### src/calendar_clock_quarter_adjust_assert.svh
// Assertion macros for the calendar clock block.
// Used by the top level; expects i_clk and i_rst_n in scope.
`ifndef CALENDAR_CLOCK_QUARTER_ADJUST_ASSERT_SVH
`define CALENDAR_CLOCK_QUARTER_ADJUST_ASSERT_SVH

`ifndef ASSERT_OFF
`define CCQA_ASSERT_SAME(lbl, ante, cons, msg) \
    lbl: assert property (@(posedge i_clk) disable iff (!i_rst_n) (ante) |-> (cons)) \
        else $error(msg);
`define CCQA_ASSERT_NEXT(lbl, ante, cons, msg) \
    lbl: assert property (@(posedge i_clk) disable iff (!i_rst_n) (ante) |=> (cons)) \
        else $error(msg);
`else
`define CCQA_ASSERT_SAME(lbl, ante, cons, msg)
`define CCQA_ASSERT_NEXT(lbl, ante, cons, msg)
`endif

`endif

### src/ccqa_pkg.sv
// Package for the calendar clock: request codes, state encoding, time
// constants and the month length function. No dependencies.
`default_nettype none

package ccqa_pkg;

    typedef enum logic [1:0] {
        REQ_GET     = 2'd0,
        REQ_SET     = 2'd1,
        REQ_QUARTER = 2'd2,
        REQ_PRESET  = 2'd3
    } t_req;

    typedef enum logic [1:0] {
        ST_IDLE,
        ST_ROUND,
        ST_CARRY,
        ST_REPLY
    } t_state;

    typedef struct packed {
        logic accept;   // word taken, latch status
        logic preset;   // refuse with data content error
        logic load;     // load new time
        logic round;    // quarter rounding step
        logic carry;    // hour carry step
    } t_dp_cmd;

    typedef struct packed {
        logic wrap;     // rounding reaches the full hour
    } t_dp_stat;

    // reset time
    localparam logic [15:0] RST_YEAR  = 16'd2002;
    localparam logic [3:0]  RST_MONTH = 4'd12;
    localparam logic [4:0]  RST_DAY   = 5'd4;
    localparam logic [4:0]  RST_HOUR  = 5'd10;
    localparam logic [5:0]  RST_MIN   = 6'd6;
    localparam logic [5:0]  RST_SEC   = 6'd11;
    localparam logic [6:0]  RST_HUND  = 7'd0;

    localparam logic [5:0]  HOURS_PER_DAY   = 6'd24;
    localparam logic [4:0]  MONTHS_PER_YEAR = 5'd12;
    localparam logic [5:0]  SECS_PER_MIN    = 6'd60;
    localparam logic [5:0]  MINS_PER_QTR    = 6'd15;

    // rounding thresholds: secs + 450 crosses a multiple of 900
    localparam logic [11:0] QTR_T1 = 12'd450;
    localparam logic [11:0] QTR_T2 = 12'd1350;
    localparam logic [11:0] QTR_T3 = 12'd2250;
    localparam logic [11:0] QTR_T4 = 12'd3150;

    // y divisible by 25 iff y * inv(25) mod 2^16 <= floor(65535 / 25)
    localparam logic [15:0] INV25     = 16'd23593;
    localparam logic [15:0] DIV25_MAX = 16'd2621;

    localparam logic [4:0] MONTH_LEN [12] = '{
        5'd31, 5'd28, 5'd31, 5'd30, 5'd31, 5'd30,
        5'd31, 5'd31, 5'd30, 5'd31, 5'd30, 5'd31
    };

    function automatic logic [4:0] days_of(input logic [3:0] month, input logic leap);
        logic [4:0] d;
        d = 5'd31;
        if (month >= 4'd1 && month <= 4'd12) begin
            d = MONTH_LEN[month - 4'd1];
            if (month == 4'd2 && leap) begin
                d = 5'd29;
            end
        end
        return d;
    endfunction

endpackage

`default_nettype wire

### src/ccqa_dpath.sv
// Datapath of the calendar clock: time registers, quarter rounding and
// hour/day/month/year carry. Uses ccqa_pkg; driven by ccqa_ctrl commands.
`default_nettype none

module ccqa_dpath (
    input  wire logic               i_clk,
    input  wire logic               i_rst_n,
    input  wire ccqa_pkg::t_dp_cmd  i_cmd,
    output ccqa_pkg::t_dp_stat      o_stat,
    input  wire logic [15:0]        i_new_year,
    input  wire logic [3:0]         i_new_month,
    input  wire logic [4:0]         i_new_day,
    input  wire logic [4:0]         i_new_hour,
    input  wire logic [5:0]         i_new_minute,
    input  wire logic [5:0]         i_new_second,
    input  wire logic [6:0]         i_new_hundredths,
    output logic                    o_status,
    output logic [15:0]             o_read_year,
    output logic [3:0]              o_read_month,
    output logic [4:0]              o_read_day,
    output logic [4:0]              o_read_hour,
    output logic [5:0]              o_read_minute,
    output logic [5:0]              o_read_second,
    output logic [6:0]              o_read_hundredths
);
    import ccqa_pkg::*;

    logic [15:0] r_year,   n_year;
    logic [3:0]  r_month,  n_month;
    logic [4:0]  r_day,    n_day;
    logic [4:0]  r_hour,   n_hour;
    logic [5:0]  r_minute, n_minute;
    logic [5:0]  r_second, n_second;
    logic [6:0]  r_hund,   n_hund;
    logic        r_status, n_status;
    logic [15:0] r_y25,    n_y25;

    logic [11:0] secs;
    logic [2:0]  qtr;
    logic [15:0] y_prod;
    logic        leap;
    logic [5:0]  hour_inc;
    logic [5:0]  day_inc;
    logic [4:0]  month_inc;
    logic [4:0]  mlen;

    // minute*60 + second, at most 3843
    assign secs = 12'(r_minute) * 12'(SECS_PER_MIN) + 12'(r_second);
    assign qtr  = 3'(secs >= QTR_T1) + 3'(secs >= QTR_T2)
                + 3'(secs >= QTR_T3) + 3'(secs >= QTR_T4);
    assign o_stat.wrap = (qtr == 3'd4);

    // product mod 2^16
    assign y_prod = r_year * INV25;

    // leap: div by 4, and not by 100 unless by 400 (div by 16 and 25)
    assign leap = (r_year[1:0] == 2'b00)
                && ((r_y25 > DIV25_MAX) || (r_year[3:0] == 4'b0000));

    assign hour_inc  = {1'b0, r_hour} + 6'd1;
    assign day_inc   = {1'b0, r_day} + 6'd1;
    assign month_inc = {1'b0, r_month} + 5'd1;
    assign mlen      = days_of(r_month, leap);

    always_comb begin
        n_year   = r_year;
        n_month  = r_month;
        n_day    = r_day;
        n_hour   = r_hour;
        n_minute = r_minute;
        n_second = r_second;
        n_hund   = r_hund;
        n_status = r_status;
        n_y25    = r_y25;
        if (i_cmd.accept) begin
            n_status = i_cmd.preset;
        end
        if (i_cmd.load) begin
            n_year   = i_new_year;
            n_month  = i_new_month;
            n_day    = i_new_day;
            n_hour   = i_new_hour;
            n_minute = i_new_minute;
            n_second = i_new_second;
            n_hund   = i_new_hundredths;
        end
        if (i_cmd.round) begin
            n_minute = o_stat.wrap ? 6'd0 : 6'(qtr) * MINS_PER_QTR;
            n_second = 6'd0;
            n_hund   = 7'd0;
            n_y25    = y_prod;
        end
        if (i_cmd.carry) begin
            if (hour_inc < HOURS_PER_DAY) begin
                n_hour = hour_inc[4:0];
            end else begin
                n_hour = 5'd0;
                if (day_inc <= {1'b0, mlen}) begin
                    n_day = day_inc[4:0];
                end else begin
                    n_day = 5'd1;
                    if (month_inc <= MONTHS_PER_YEAR) begin
                        n_month = month_inc[3:0];
                    end else begin
                        n_month = 4'd1;
                        n_year  = r_year + 16'd1;
                    end
                end
            end
        end
    end

    always_ff @(posedge i_clk) begin
        if (!i_rst_n) begin
            r_year   <= RST_YEAR;
            r_month  <= RST_MONTH;
            r_day    <= RST_DAY;
            r_hour   <= RST_HOUR;
            r_minute <= RST_MIN;
            r_second <= RST_SEC;
            r_hund   <= RST_HUND;
            r_status <= 1'b0;
        end else begin
            r_year   <= n_year;
            r_month  <= n_month;
            r_day    <= n_day;
            r_hour   <= n_hour;
            r_minute <= n_minute;
            r_second <= n_second;
            r_hund   <= n_hund;
            r_status <= n_status;
        end
    end

    always_ff @(posedge i_clk) begin
        r_y25 <= n_y25;
    end

    assign o_status          = r_status;
    assign o_read_year       = r_year;
    assign o_read_month      = r_month;
    assign o_read_day        = r_day;
    assign o_read_hour       = r_hour;
    assign o_read_minute     = r_minute;
    assign o_read_second     = r_second;
    assign o_read_hundredths = r_hund;

endmodule

`default_nettype wire

### src/ccqa_ctrl.sv
// Controller of the calendar clock: sequences accept, rounding, carry and
// reply. Uses ccqa_pkg; commands ccqa_dpath.
`default_nettype none

module ccqa_ctrl (
    input  wire logic               i_clk,
    input  wire logic               i_rst_n,
    input  wire logic               i_start,
    input  wire logic [1:0]         i_req_type,
    input  wire ccqa_pkg::t_dp_stat i_stat,
    output ccqa_pkg::t_dp_cmd       o_cmd,
    output logic                    o_busy,
    output logic                    o_valid
);
    import ccqa_pkg::*;

    t_state r_state, n_state;
    t_req   req;
    logic   take;

    assign req  = t_req'(i_req_type);
    assign take = i_start && (r_state == ST_IDLE);

    always_comb begin
        n_state = r_state;
        case (r_state)
            ST_IDLE: begin
                if (i_start) begin
                    n_state = (req == REQ_QUARTER) ? ST_ROUND : ST_REPLY;
                end
            end
            ST_ROUND: begin
                n_state = i_stat.wrap ? ST_CARRY : ST_REPLY;
            end
            ST_CARRY: begin
                n_state = ST_REPLY;
            end
            ST_REPLY: begin
                n_state = ST_IDLE;
            end
            default: begin
                n_state = ST_IDLE;
            end
        endcase
    end

    always_comb begin
        o_cmd        = '0;
        o_busy       = 1'b1;
        o_valid      = 1'b0;
        case (r_state)
            ST_IDLE: begin
                o_busy       = 1'b0;
                o_cmd.accept = take;
                o_cmd.preset = take && (req == REQ_PRESET);
                o_cmd.load   = take && (req == REQ_SET);
            end
            ST_ROUND: begin
                o_cmd.round = 1'b1;
            end
            ST_CARRY: begin
                o_cmd.carry = 1'b1;
            end
            ST_REPLY: begin
                o_valid = 1'b1;
            end
            default: begin
                o_busy = 1'b1;
            end
        endcase
    end

    always_ff @(posedge i_clk) begin
        if (!i_rst_n) begin
            r_state <= ST_IDLE;
        end else begin
            r_state <= n_state;
        end
    end

endmodule

`default_nettype wire

### src/calendar_clock_quarter_adjust.sv
// Top level of the calendar clock with quarter-hour adjust.
// Instantiates ccqa_ctrl and ccqa_dpath; uses ccqa_pkg and the assertion header.
//
// Usage:
//   A request word is taken at a rising edge where start is high and busy is
//   low. i_req_type selects get, set, adjust to quarter or adjust to preset;
//   the i_new_* fields matter only for set.
//   One result word per request: o_valid is high for exactly one cycle and the
//   word is taken at the edge that ends it. The receiver cannot stall, so no
//   result is ever held back.
//   o_status is 1 only for a refused preset adjust; the o_read_* fields hold
//   the stored time after the request.
//   Sequence: get, set and preset go from the accepting edge straight to the
//   reply state. Quarter adjust passes through the rounding state first, and
//   also through the carry state when the rounding reaches the full hour and
//   the hour/day/month/year carry step runs. Busy drops the cycle after the
//   reply, so a new request is taken only after the previous one is answered,
//   once the controller has gone through rounding and carry as needed.
//   Reset (synchronous, active low) loads 2002-12-04 10:06:11.00 and leaves
//   the block idle.
`default_nettype none
`include "calendar_clock_quarter_adjust_assert.svh"

module calendar_clock_quarter_adjust (
    input  wire logic        i_clk,
    input  wire logic        i_rst_n,
    input  wire logic        start,
    output logic             busy,
    input  wire logic [1:0]  i_req_type,
    input  wire logic [15:0] i_new_year,
    input  wire logic [3:0]  i_new_month,
    input  wire logic [4:0]  i_new_day,
    input  wire logic [4:0]  i_new_hour,
    input  wire logic [5:0]  i_new_minute,
    input  wire logic [5:0]  i_new_second,
    input  wire logic [6:0]  i_new_hundredths,
    output logic             o_valid,
    output logic             o_status,
    output logic [15:0]      o_read_year,
    output logic [3:0]       o_read_month,
    output logic [4:0]       o_read_day,
    output logic [4:0]       o_read_hour,
    output logic [5:0]       o_read_minute,
    output logic [5:0]       o_read_second,
    output logic [6:0]       o_read_hundredths
);
    import ccqa_pkg::*;

    t_dp_cmd  dp_cmd;
    t_dp_stat dp_stat;

    ccqa_ctrl u_ctrl (
        .i_clk      (i_clk),
        .i_rst_n    (i_rst_n),
        .i_start    (start),
        .i_req_type (i_req_type),
        .i_stat     (dp_stat),
        .o_cmd      (dp_cmd),
        .o_busy     (busy),
        .o_valid    (o_valid)
    );

    ccqa_dpath u_dpath (
        .i_clk             (i_clk),
        .i_rst_n           (i_rst_n),
        .i_cmd             (dp_cmd),
        .o_stat            (dp_stat),
        .i_new_year        (i_new_year),
        .i_new_month       (i_new_month),
        .i_new_day         (i_new_day),
        .i_new_hour        (i_new_hour),
        .i_new_minute      (i_new_minute),
        .i_new_second      (i_new_second),
        .i_new_hundredths  (i_new_hundredths),
        .o_status          (o_status),
        .o_read_year       (o_read_year),
        .o_read_month      (o_read_month),
        .o_read_day        (o_read_day),
        .o_read_hour       (o_read_hour),
        .o_read_minute     (o_read_minute),
        .o_read_second     (o_read_second),
        .o_read_hundredths (o_read_hundredths)
    );

    `CCQA_ASSERT_NEXT(a_accept_busy, start && !busy, busy, "busy not raised after accept")
    `CCQA_ASSERT_SAME(a_reply_busy, o_valid, busy, "reply while idle")
    `CCQA_ASSERT_NEXT(a_reply_once, o_valid, !o_valid && !busy, "reply not a single strobe")
    `CCQA_ASSERT_NEXT(a_round_sec, dp_cmd.round, o_read_second == 6'd0, "round left seconds")
    `CCQA_ASSERT_NEXT(a_round_hund, dp_cmd.round, o_read_hundredths == 7'd0, "hundredths kept")

endmodule

`default_nettype wire
### config.mk
export PLATFORM = sky130hd
export DESIGN_NAME = calendar_clock_quarter_adjust
export DESIGN_NICKNAME = d
export VERILOG_FILES = /design/src/ccqa_pkg.sv /design/src/ccqa_dpath.sv /design/src/ccqa_ctrl.sv /design/src/calendar_clock_quarter_adjust.sv
export VERILOG_INCLUDE_DIRS = /design/src /design/src/src
export SDC_FILE = /design/constraint.sdc
export NUM_CORES = 1
export LEC_CHECK = 0
export BUFFER_PORTS_ARGS = -buffer_cell sky130_fd_sc_hd__buf_2
export CAP_MARGIN = 20
export CORE_AREA = 4 4 126 128
export DETAILED_ROUTE_END_ITERATION = 16
export DIE_AREA = 0 0 130 132
export PLACE_DENSITY = 0.77
export SETUP_SLACK_MARGIN = 0.1
export SLEW_MARGIN = 40
export SYNTH_ARGS = -nofsm -noshare
export SYNTH_HDL_FRONTEND = slang
export SYNTH_SLANG_ARGS = --single-unit
export TNS_END_PERCENT = 1
### constraint.sdc
create_clock -name i_clk -period 11.2 [get_ports i_clk]
set_clock_uncertainty 0.2 [all_clocks]
set_input_delay 3.36 -clock i_clk [delete_from_list [all_inputs] [get_ports i_clk]]
set_output_delay 3.36 -clock i_clk [all_outputs]
set_load 0.02 [all_outputs]
==> impl_table.tex, run 1 <==
\begin{tabular}{lr}
\hline
Metric & Value \\
\hline
\multicolumn{2}{l}{\textbf{Outcome}} \\
Run status & completed \\
\multicolumn{2}{l}{\textbf{Clock network}} \\
Skew-Pair Late Insertion Delay & 0.34 ns \\
TritonCTS sink count & 67 \\
TritonCTS clock tree & built \\
Clock tree root buffer cell & sky130\_fd\_sc\_hd\_\_clkbuf\_16 \\
CTS HTree Levels & 3 \\
Worst-path clk slew & 0.05 ns \\
Num CTS Buffers & 9 \\
Setup Buffers After CTS & 0 \\
Number of buffers on the longest clock path & 2 \\
Resize count post-CTS & 0 \\
Hold-fix buffers at CTS & 0 \\
\multicolumn{2}{l}{\textbf{Floorplan}} \\
Number of placement rows & 45 \\
Effective utilization at floorplan & 0.437 \\
Height of the chip & 132 µm \\
Area inside the core boundary & 14,900 µm² \\
Die footprint & 17,200 µm² \\
Horiz. Die Dim & 130 µm \\
Io pins & 106 \\
\multicolumn{2}{l}{\textbf{Critical path}} \\
Launch instance of the worst register-to-register path & u\_dpath.o\_read\_minute[1]\$\_SDFFE\_PN1P\_ \\
Library cell contributing the largest single delay on the critical path & sky130\_fd\_sc\_hd\_\_fa\_1 \\
Required time of the critical path & 11.24 ns \\
Worst path max stage delay & 0.55 ns \\
Worst Path Arrival & 6.63 ns \\
Total buffers and inverters traversed by the critical path & 4 \\
Critical path origin & u\_dpath.o\_read\_minute[1]\$\_SDFFE\_PN1P\_ \\
CP cell instances & fa\_1, fa\_1, inv\_1, fa\_1, inv\_1, ha\_1, nand2\_1, o21ai\_0, nor4b\_2, and3\_1, a22oi\_1, or3\_1, ha\_1, inv\_1, fa\_1, inv\_1, ha\_1, a21o\_1, ha\_1, a21o\_1, a21oi\_1, or2\_2, a311oi\_1 \\
Category of the worst setup path capture point & flip-flop \\
Worst Setup Start Kind & flip-flop \\
Critical path peak fanout & 5 \\
Startpoint-to-endpoint class of the critical path & flip-flop to flip-flop \\
Worst path top cell family by delay & adder cells \\
\multicolumn{2}{l}{\textbf{STA}} \\
PnR worst setup slack & 4.61 ns \\
Fmax achieved & 152 MHz \\
Final hold violations & 0 \\
Worst hold margin & 0.257 ns \\
Final sum of negative setup slack & 0 ns \\
Final period util & 0.588 \\
Final Critical Period & 6.59 ns \\
Number of max-slew violations in the final report & 0 \\
Worst Max-Slew Pin Slew & 0.813 ns \\
Number of setup violations in the final report & 0 \\
Setup repair after global routing missed its margin & false \\
Rel. slew slack & 0.458 \\
\multicolumn{2}{l}{\textbf{Cells and area}} \\
Number of inserted filler cells in the final layout & 1,457 \\
Layout Area Growth over Synthesis & 14.5\% \\
Area of the multi-input gates & 4450 µm² \\
Total area of sequential cells & 1490 µm² \\
Antenna diode count & 0 \\
Finished Layout Cells & 1,056 \\
Fraction of layout cells with a size suffix above 1 & 0.162 \\
Nets@finish & 1,047 \\
\multicolumn{2}{l}{\textbf{Placed design}} \\
Buffers added on ports & 105 \\
Setup slack after placement & 4.69 ns \\
Placed cells & 1,040 \\
Post-DP HPWL & 12.1 mm \\
Final estimated routing congestion in global placement & 0.853 \\
\multicolumn{2}{l}{\textbf{Yosys}} \\
Number of enable-type register cells in the synthesized netlist & 15 \\
Net count after synthesis & 956 \\
Top cell type's share of synthesized area & 0.192 \\
Library cell with the largest summed area after synthesis & sky130\_fd\_sc\_hd\_\_ha\_1 \\
Post-synth design cell area & 6500 µm² \\
Average size of a mapped cell & 8.42 µm² \\
Yosys warns & 0 \\
Most used flip-flop cell after synthesis & sky130\_fd\_sc\_hd\_\_dfxtp\_1 \\
Post-synthesis cell count & 772 \\
Seq cells post-synth & 67 \\
Netlist cell types & 68 \\
Sequential fraction of the synthesis area & 0.229 \\
Fraction of registers with async set or reset after synthesis & 0 \\
Most area-consuming cells after synthesis & sky130\_fd\_sc\_hd\_\_ha\_1 19\%, sky130\_fd\_sc\_hd\_\_dfxtp\_1 16\%, sky130\_fd\_sc\_hd\_\_fa\_1 9.2\% \\
\multicolumn{2}{l}{\textbf{Routing}} \\
Routed wire length on met3 & 943 µm \\
Count of routing violations after the opening detailed-route iteration & 377 \\
Post-detailed-route count of antenna-violating nets & 0 \\
Total wire length & 16.0 mm \\
Average via count per standard cell & 5.40 \\
Wire per inst & 15.1 µm \\
Metal1 wirelength & 6.92 mm \\
Uppermost signal routing layer after detailed routing & met5 \\
Number of detailed-route iterations in the first pass & 5 \\
Count of vias placed by the detailed router & 5,700 \\
DRC violation count after routing & 0 \\
Routed met2 length & 7.81 mm \\
\multicolumn{2}{l}{\textbf{Run}} \\
Maximum capacitance violations & 0 \\
\multicolumn{2}{l}{\textbf{Global routing}} \\
Remaining Overflow, GRT & 0 \\
Vias in the first global route & 5,543 \\
All-layer global routing usage & 0.194 \\
Antenna violations before repair & 2 \\
Pin count of the biggest net entering global routing & 41 \\
Global-route wire length before repair & 26.9 mm \\
\multicolumn{2}{l}{\textbf{Hold path}} \\
Classification of the worst-slack hold path & flip-flop to flip-flop \\
Worst hold start & u\_dpath.o\_read\_hundredths[5]\$\_SDFFE\_PP0P\_ \\
\hline
\end{tabular}
-- worst paths after layout --
| check | endpoint | cells after the start | slack [ns] |
|---|---|---|---|
| max | u_dpath.o_read_minute[5]$_SDFFE_PN0P_ | 23 | 4.61 |
| min | u_dpath.o_read_hundredths[5]$_SDFFE_PP0P_ | 2 | 0.26 |
| max reg2reg | u_dpath.o_read_minute[5]$_SDFFE_PN0P_ | 23 | 4.61 |
| min reg2reg | u_dpath.o_read_hundredths[5]$_SDFFE_PP0P_ | 2 | 0.26 |
-- cell usage in the layout (no fill, tap or decap), types with 6 or more instances in the layout --
cell type / netlist / routed
sky130_fd_sc_hd__inv_1: 117 / 117
sky130_fd_sc_hd__buf_2: 7 / 105
sky130_fd_sc_hd__ha_1: 100 / 100
sky130_fd_sc_hd__nand2_1: 82 / 82
sky130_fd_sc_hd__dfxtp_1: 52 / 52
sky130_fd_sc_hd__a21oi_1: 44 / 44
sky130_fd_sc_hd__nor2_1: 41 / 40
sky130_fd_sc_hd__fa_1: 30 / 30
sky130_fd_sc_hd__o21ai_0: 28 / 27
sky130_fd_sc_hd__xnor2_1: 25 / 25
sky130_fd_sc_hd__nand3_1: 22 / 22
sky130_fd_sc_hd__nor3_1: 17 / 17
sky130_fd_sc_hd__edfxtp_1: 15 / 15
sky130_fd_sc_hd__a21o_1: 11 / 11
sky130_fd_sc_hd__o211ai_1: 11 / 11
sky130_fd_sc_hd__xor2_1: 9 / 9
sky130_fd_sc_hd__and3_1: 9 / 9
sky130_fd_sc_hd__a31oi_1: 9 / 9
sky130_fd_sc_hd__clkbuf_16: 0 / 9
sky130_fd_sc_hd__a211oi_1: 8 / 8
sky130_fd_sc_hd__nand2b_1: 7 / 7
sky130_fd_sc_hd__o22ai_1: 7 / 7
sky130_fd_sc_hd__or3_1: 7 / 7
sky130_fd_sc_hd__and2_1: 6 / 6
sky130_fd_sc_hd__o2111ai_1: 6 / 6
-- cells by family (layout without fill, tap and decap cells) --
kind of cell | after synthesis | in the layout | share of synthesized area
AO/OA/AOI/OAI | 169 | 169 | 0.178
XOR/XNOR | 34 | 34 | 0.0458
adder cells (fa/ha/maj) | 130 | 130 | 0.285
buffers and inverters | 145 | 241 | 0.0880
flip-flops | 67 | 67 | 0.229
multiplexers | 7 | 7 | 0.0112
AND/OR/NAND/NOR | 220 | 220 | 0.163
-- flip-flops by register name, summed over array words and instances (netlist names) --
name and count:
u_ctrl.r_state 2, u_dpath.r_y25 15, u_dpath.o_read_day 5, u_dpath.o_read_minute 6
u_dpath.o_read_hundredths 7, u_dpath.o_status 1, u_dpath.o_read_second 6, u_dpath.o_read_month 4
u_dpath.o_read_year 16, u_dpath.o_read_hour 5
-- cell type report --
cell class,instances,area share
clock inverters,2,0.00504
well taps,188,0.0316
multi-input cells,560,0.598
flip-flops and latches,67,0.200
clock buffers,14,0.0328
inverters,117,0.0590
repair buffers,108,0.0736
-- per-stage QoR --
step | utilization | area (µm²)
after global routing | 0.501 | 7440
final | 0.501 | 7440
after floorplan | - | 6500
after detailed placement | 0.482 | 7160
after global placement | 0.481 | 7160
after CTS | 0.501 | 7440
-- synthesized netlist by cell type (all sizes together), types with 6 or more instances --
cell     count
or3          7
nand3       22
inv        117
a21o        11
xor2         9
fa          30
xnor2       25
buf         12
a21oi       44
nor2        41
dfxtp       52
ha         100
o211ai      11
o21ai       30
edfxtp      15
o2111ai      6
and2         6
nor3        18
or2          6
nand2       82
nand2b       7
a311oi       6
and3         9
clkbuf      16
a211oi       9
a31oi        9
o22ai        7
-- metal layers --
metal | up-vias | track usage
li1 | 2858 | -
met1 | 2678 | 0.245
met2 | 136 | 0.328
met3 | 24 | 0.0515
met4 | 4 | 0.0456
met5 | - | 0
-- tightest hold or removal path, stage by stage (launching register included) --
cell and delay (ns):
sky130_fd_sc_hd__dfxtp_1 0.31, sky130_fd_sc_hd__nand2_1 0.05, sky130_fd_sc_hd__a21oi_1 0.05
Power of run 1 is not shown: default switching activity piles up to over one toggle a cycle in this logic, so the estimate is an artifact.
==> run 2, diff against run 1 <==
- ABC_AREA: unset -> 1
- PLACE_DENSITY: 0.77 -> 0.8
- clock period: 11.2 -> 5.61 ns (I/O delays scaled with it)
==> run 2 against run 1 <==
Compared with the run above: the run now ends with negative setup slack left; worst hold slack lost 0.0034 ns; synthesized cell count increased by 13%; first-iteration DRC count decreased by 34%; utilization rose by 1.8 points; sequential share of layout area is 0.61 points lower; clock-buffer cell count is 1 lower; die area unchanged; maximum frequency increased by 15%; routed wire length down 0.79%; largest cell class unchanged; highest routed layer is now met4.
==> impl_table.tex, run 2 <==
\begin{tabular}{lr}
\hline
Metric & Value \\
\hline
\multicolumn{2}{l}{\textbf{Clock network}} \\
CTS HTree Levels & 3 \\
Clock tree root buffer cell & sky130\_fd\_sc\_hd\_\_clkbuf\_16 \\
Number of buffers on the longest clock path & 2 \\
Hold-fix buffers at CTS & 0 \\
TritonCTS clock tree & built \\
Num CTS Buffers & 9 \\
Setup Buffers After CTS & 0 \\
TritonCTS sink count & 67 \\
Skew-Pair Late Insertion Delay & 0.34 ns \\
Worst-path clk slew & 0.06 ns \\
\multicolumn{2}{l}{\textbf{Floorplan}} \\
Height of the chip & 132 µm \\
Die footprint & 17,200 µm² \\
Number of placement rows & 45 \\
Area inside the core boundary & 14,900 µm² \\
Effective utilization at floorplan & 0.442 \\
Horiz. Die Dim & 130 µm \\
Io pins & 106 \\
\multicolumn{2}{l}{\textbf{Routing}} \\
Count of routing violations after the opening detailed-route iteration & 247 \\
Post-detailed-route count of antenna-violating nets & 0 \\
Total wire length & 15.8 mm \\
Count of vias placed by the detailed router & 5,995 \\
DRC violation count after routing & 0 \\
Wire per inst & 13.4 µm \\
Average via count per standard cell & 5.08 \\
Number of detailed-route iterations in the first pass & 5 \\
\multicolumn{2}{l}{\textbf{STA}} \\
Final Critical Period & 5.73 ns \\
Rel. slew slack & 0.516 \\
Setup repair after global routing missed its margin & true \\
Fmax achieved & 174 MHz \\
Final hold violations & 0 \\
Number of setup violations in the final report & 3 \\
Final period util & 1.02 \\
PnR worst setup slack & -0.125 ns \\
Worst Max-Slew Pin Slew & 0.723 ns \\
Number of max-slew violations in the final report & 0 \\
\multicolumn{2}{l}{\textbf{Yosys}} \\
Most used flip-flop cell after synthesis & sky130\_fd\_sc\_hd\_\_dfxtp\_1 \\
Post-synth design cell area & 6570 µm² \\
Net count after synthesis & 1,060 \\
Average size of a mapped cell & 7.50 µm² \\
Netlist cell types & 42 \\
Yosys warns & 0 \\
Sequential fraction of the synthesis area & 0.227 \\
Top cell type's share of synthesized area & 0.190 \\
Cell with the most instances after synthesis & sky130\_fd\_sc\_hd\_\_nand2\_1 \\
Most area-consuming cells after synthesis & sky130\_fd\_sc\_hd\_\_ha\_1 19\%, sky130\_fd\_sc\_hd\_\_dfxtp\_1 16\%, sky130\_fd\_sc\_hd\_\_nand2\_1 10\% \\
Number of enable-type register cells in the synthesized netlist & 15 \\
Seq cells post-synth & 67 \\
Commonest cells in the netlist & 183 x sky130\_fd\_sc\_hd\_\_nand2\_1, 168 x sky130\_fd\_sc\_hd\_\_inv\_1, 100 x sky130\_fd\_sc\_hd\_\_ha\_1 \\
Library cell with the largest summed area after synthesis & sky130\_fd\_sc\_hd\_\_ha\_1 \\
Fraction of registers with async set or reset after synthesis & 0 \\
Post-synthesis cell count & 876 \\
\multicolumn{2}{l}{\textbf{Critical path}} \\
Startpoint-to-endpoint class of the critical path & flip-flop to flip-flop \\
Library cell contributing the largest single delay on the critical path & sky130\_fd\_sc\_hd\_\_fa\_1 \\
Cell seen most often among critical-path stages & sky130\_fd\_sc\_hd\_\_nor2\_1 \\
Required time of the critical path & 5.60 ns \\
Worst Setup Start Kind & flip-flop \\
Critical path peak fanout & 3 \\
Total buffers and inverters traversed by the critical path & 3 \\
Category of the worst setup path capture point & flip-flop \\
Worst path max stage delay & 0.56 ns \\
Worst path top cell family by delay & adder cells \\
Worst Path Arrival & 5.73 ns \\
\multicolumn{2}{l}{\textbf{Cells and area}} \\
Nets@finish & 1,171 \\
Share of the core filled with cells in the final layout & 0.519 \\
Antenna diode count & 0 \\
Number of flip-flops in the largest register & 16 \\
Fraction of layout cells with a size suffix above 1 & 0.178 \\
Most common library cell in the layout ignoring fill and taps & sky130\_fd\_sc\_hd\_\_nand2\_1 \\
Most frequent cells in the layout & 178 x sky130\_fd\_sc\_hd\_\_nand2\_1, 164 x sky130\_fd\_sc\_hd\_\_inv\_1, 105 x sky130\_fd\_sc\_hd\_\_buf\_2 \\
Layout Area Growth over Synthesis & 17.3\% \\
\multicolumn{2}{l}{\textbf{Global routing}} \\
Remaining Overflow, GRT & 0 \\
Pin count of the biggest net entering global routing & 56 \\
Global-route wire length before repair & 25.8 mm \\
Antenna violations before repair & 0 \\
Vias in the first global route & 5,577 \\
All-layer global routing usage & 0.185 \\
\multicolumn{2}{l}{\textbf{Placed design}} \\
Buffers added on ports & 105 \\
Post-DP HPWL & 12.6 mm \\
Final estimated routing congestion in global placement & 0.847 \\
\multicolumn{2}{l}{\textbf{Outcome}} \\
Run status & complete, but fails checks \\
Violations in the final reports & negative setup slack \\
\multicolumn{2}{l}{\textbf{Run}} \\
Maximum capacitance violations & 0 \\
\multicolumn{2}{l}{\textbf{Hold path}} \\
Classification of the worst-slack hold path & flip-flop to flip-flop \\
\hline
\end{tabular}
## run 2: cell count changes in the layout (fill, tap and decap cells not counted), sizes merged, moves of 16 or more
cell   change
xnor2     -16
inv       +52
nor2      +34
o21ai     +18
nand3     +31
nand2    +105
xor2      +23
## run 2: kinds of logic (layout without fill, tap and decap cells)
family,count (synthesis),in the layout,share of synthesized area
compound gates,109,109,0.0946
flops,67,67,0.227
xor+xnor,41,41,0.0547
simple gates,339,339,0.225
buf+inv,189,305,0.116
mux,1,1,0.00171
fa+ha+maj,130,130,0.282
## run 2: worst min-delay path, cell delays in order, from the launching register on
cell and delay (ns):
sky130_fd_sc_hd__dfxtp_1 0.32, sky130_fd_sc_hd__nand2_1 0.05, sky130_fd_sc_hd__nand3_1 0.05
## run 2: cell type report
cell class	count	area [µm²]
multi-input cells	620	4440
repair buffers	120	638
inverters	169	634
fillers	1465	7160
clock buffers	13	250
flip-flops and latches	67	1500
clock inverters	3	16.3
well taps	188	235
## run 2: path summary, 6_finish.rpt
kind	depth (start not counted)	endpoint	slack (ns)	startpoint
setup / recovery	28	u_dpath.o_read_minute[4]$_SDFFE_PN0P_	-0.12	u_dpath.o_read_minute[2]$_SDFFE_PN1P_
hold / removal	2	u_dpath.o_read_second[0]$_SDFFE_PN1P_	0.25	u_dpath.o_read_second[0]$_SDFFE_PN1P_
setup reg to reg	28	u_dpath.o_read_minute[4]$_SDFFE_PN0P_	-0.12	u_dpath.o_read_minute[2]$_SDFFE_PN1P_
hold reg to reg	2	u_dpath.o_read_second[0]$_SDFFE_PN1P_	0.25	u_dpath.o_read_second[0]$_SDFFE_PN1P_
## run 2: repair_timing
item	in CTS	in global routing
resized for setup	5	6
endpoints found under the setup margin	4	7
pin swaps	10	10
## run 2: per-stage QoR
step	setup TNS, ns	instances	hold WS (ns)	setup slack (ns)	cell area [µm²]
after floorplan	0	876	0.307	0.0648	6640
after global placement	-0.0292	1164	0.238	-0.0292	7390
after detailed placement	-0.392	1164	0.243	-0.217	7390
after CTS	-0.394	1180	0.258	-0.165	7690
after global routing	-1.64	1180	0.300	-0.428	7710
final	-0.273	1180	0.254	-0.125	7710
## run 2: metal layers
metal  wire (µm)  GRT usage  vias to the layer above  share of wire
met5           0          0                        -              0
met4         310     0.0600                        0          0.020
met3        1290     0.0450                       27          0.081
met2        7430      0.301                      228           0.47
met1        6810      0.242                     2728           0.43
li1            -          -                     3012              -
Power of run 2 is left out for the same reason.
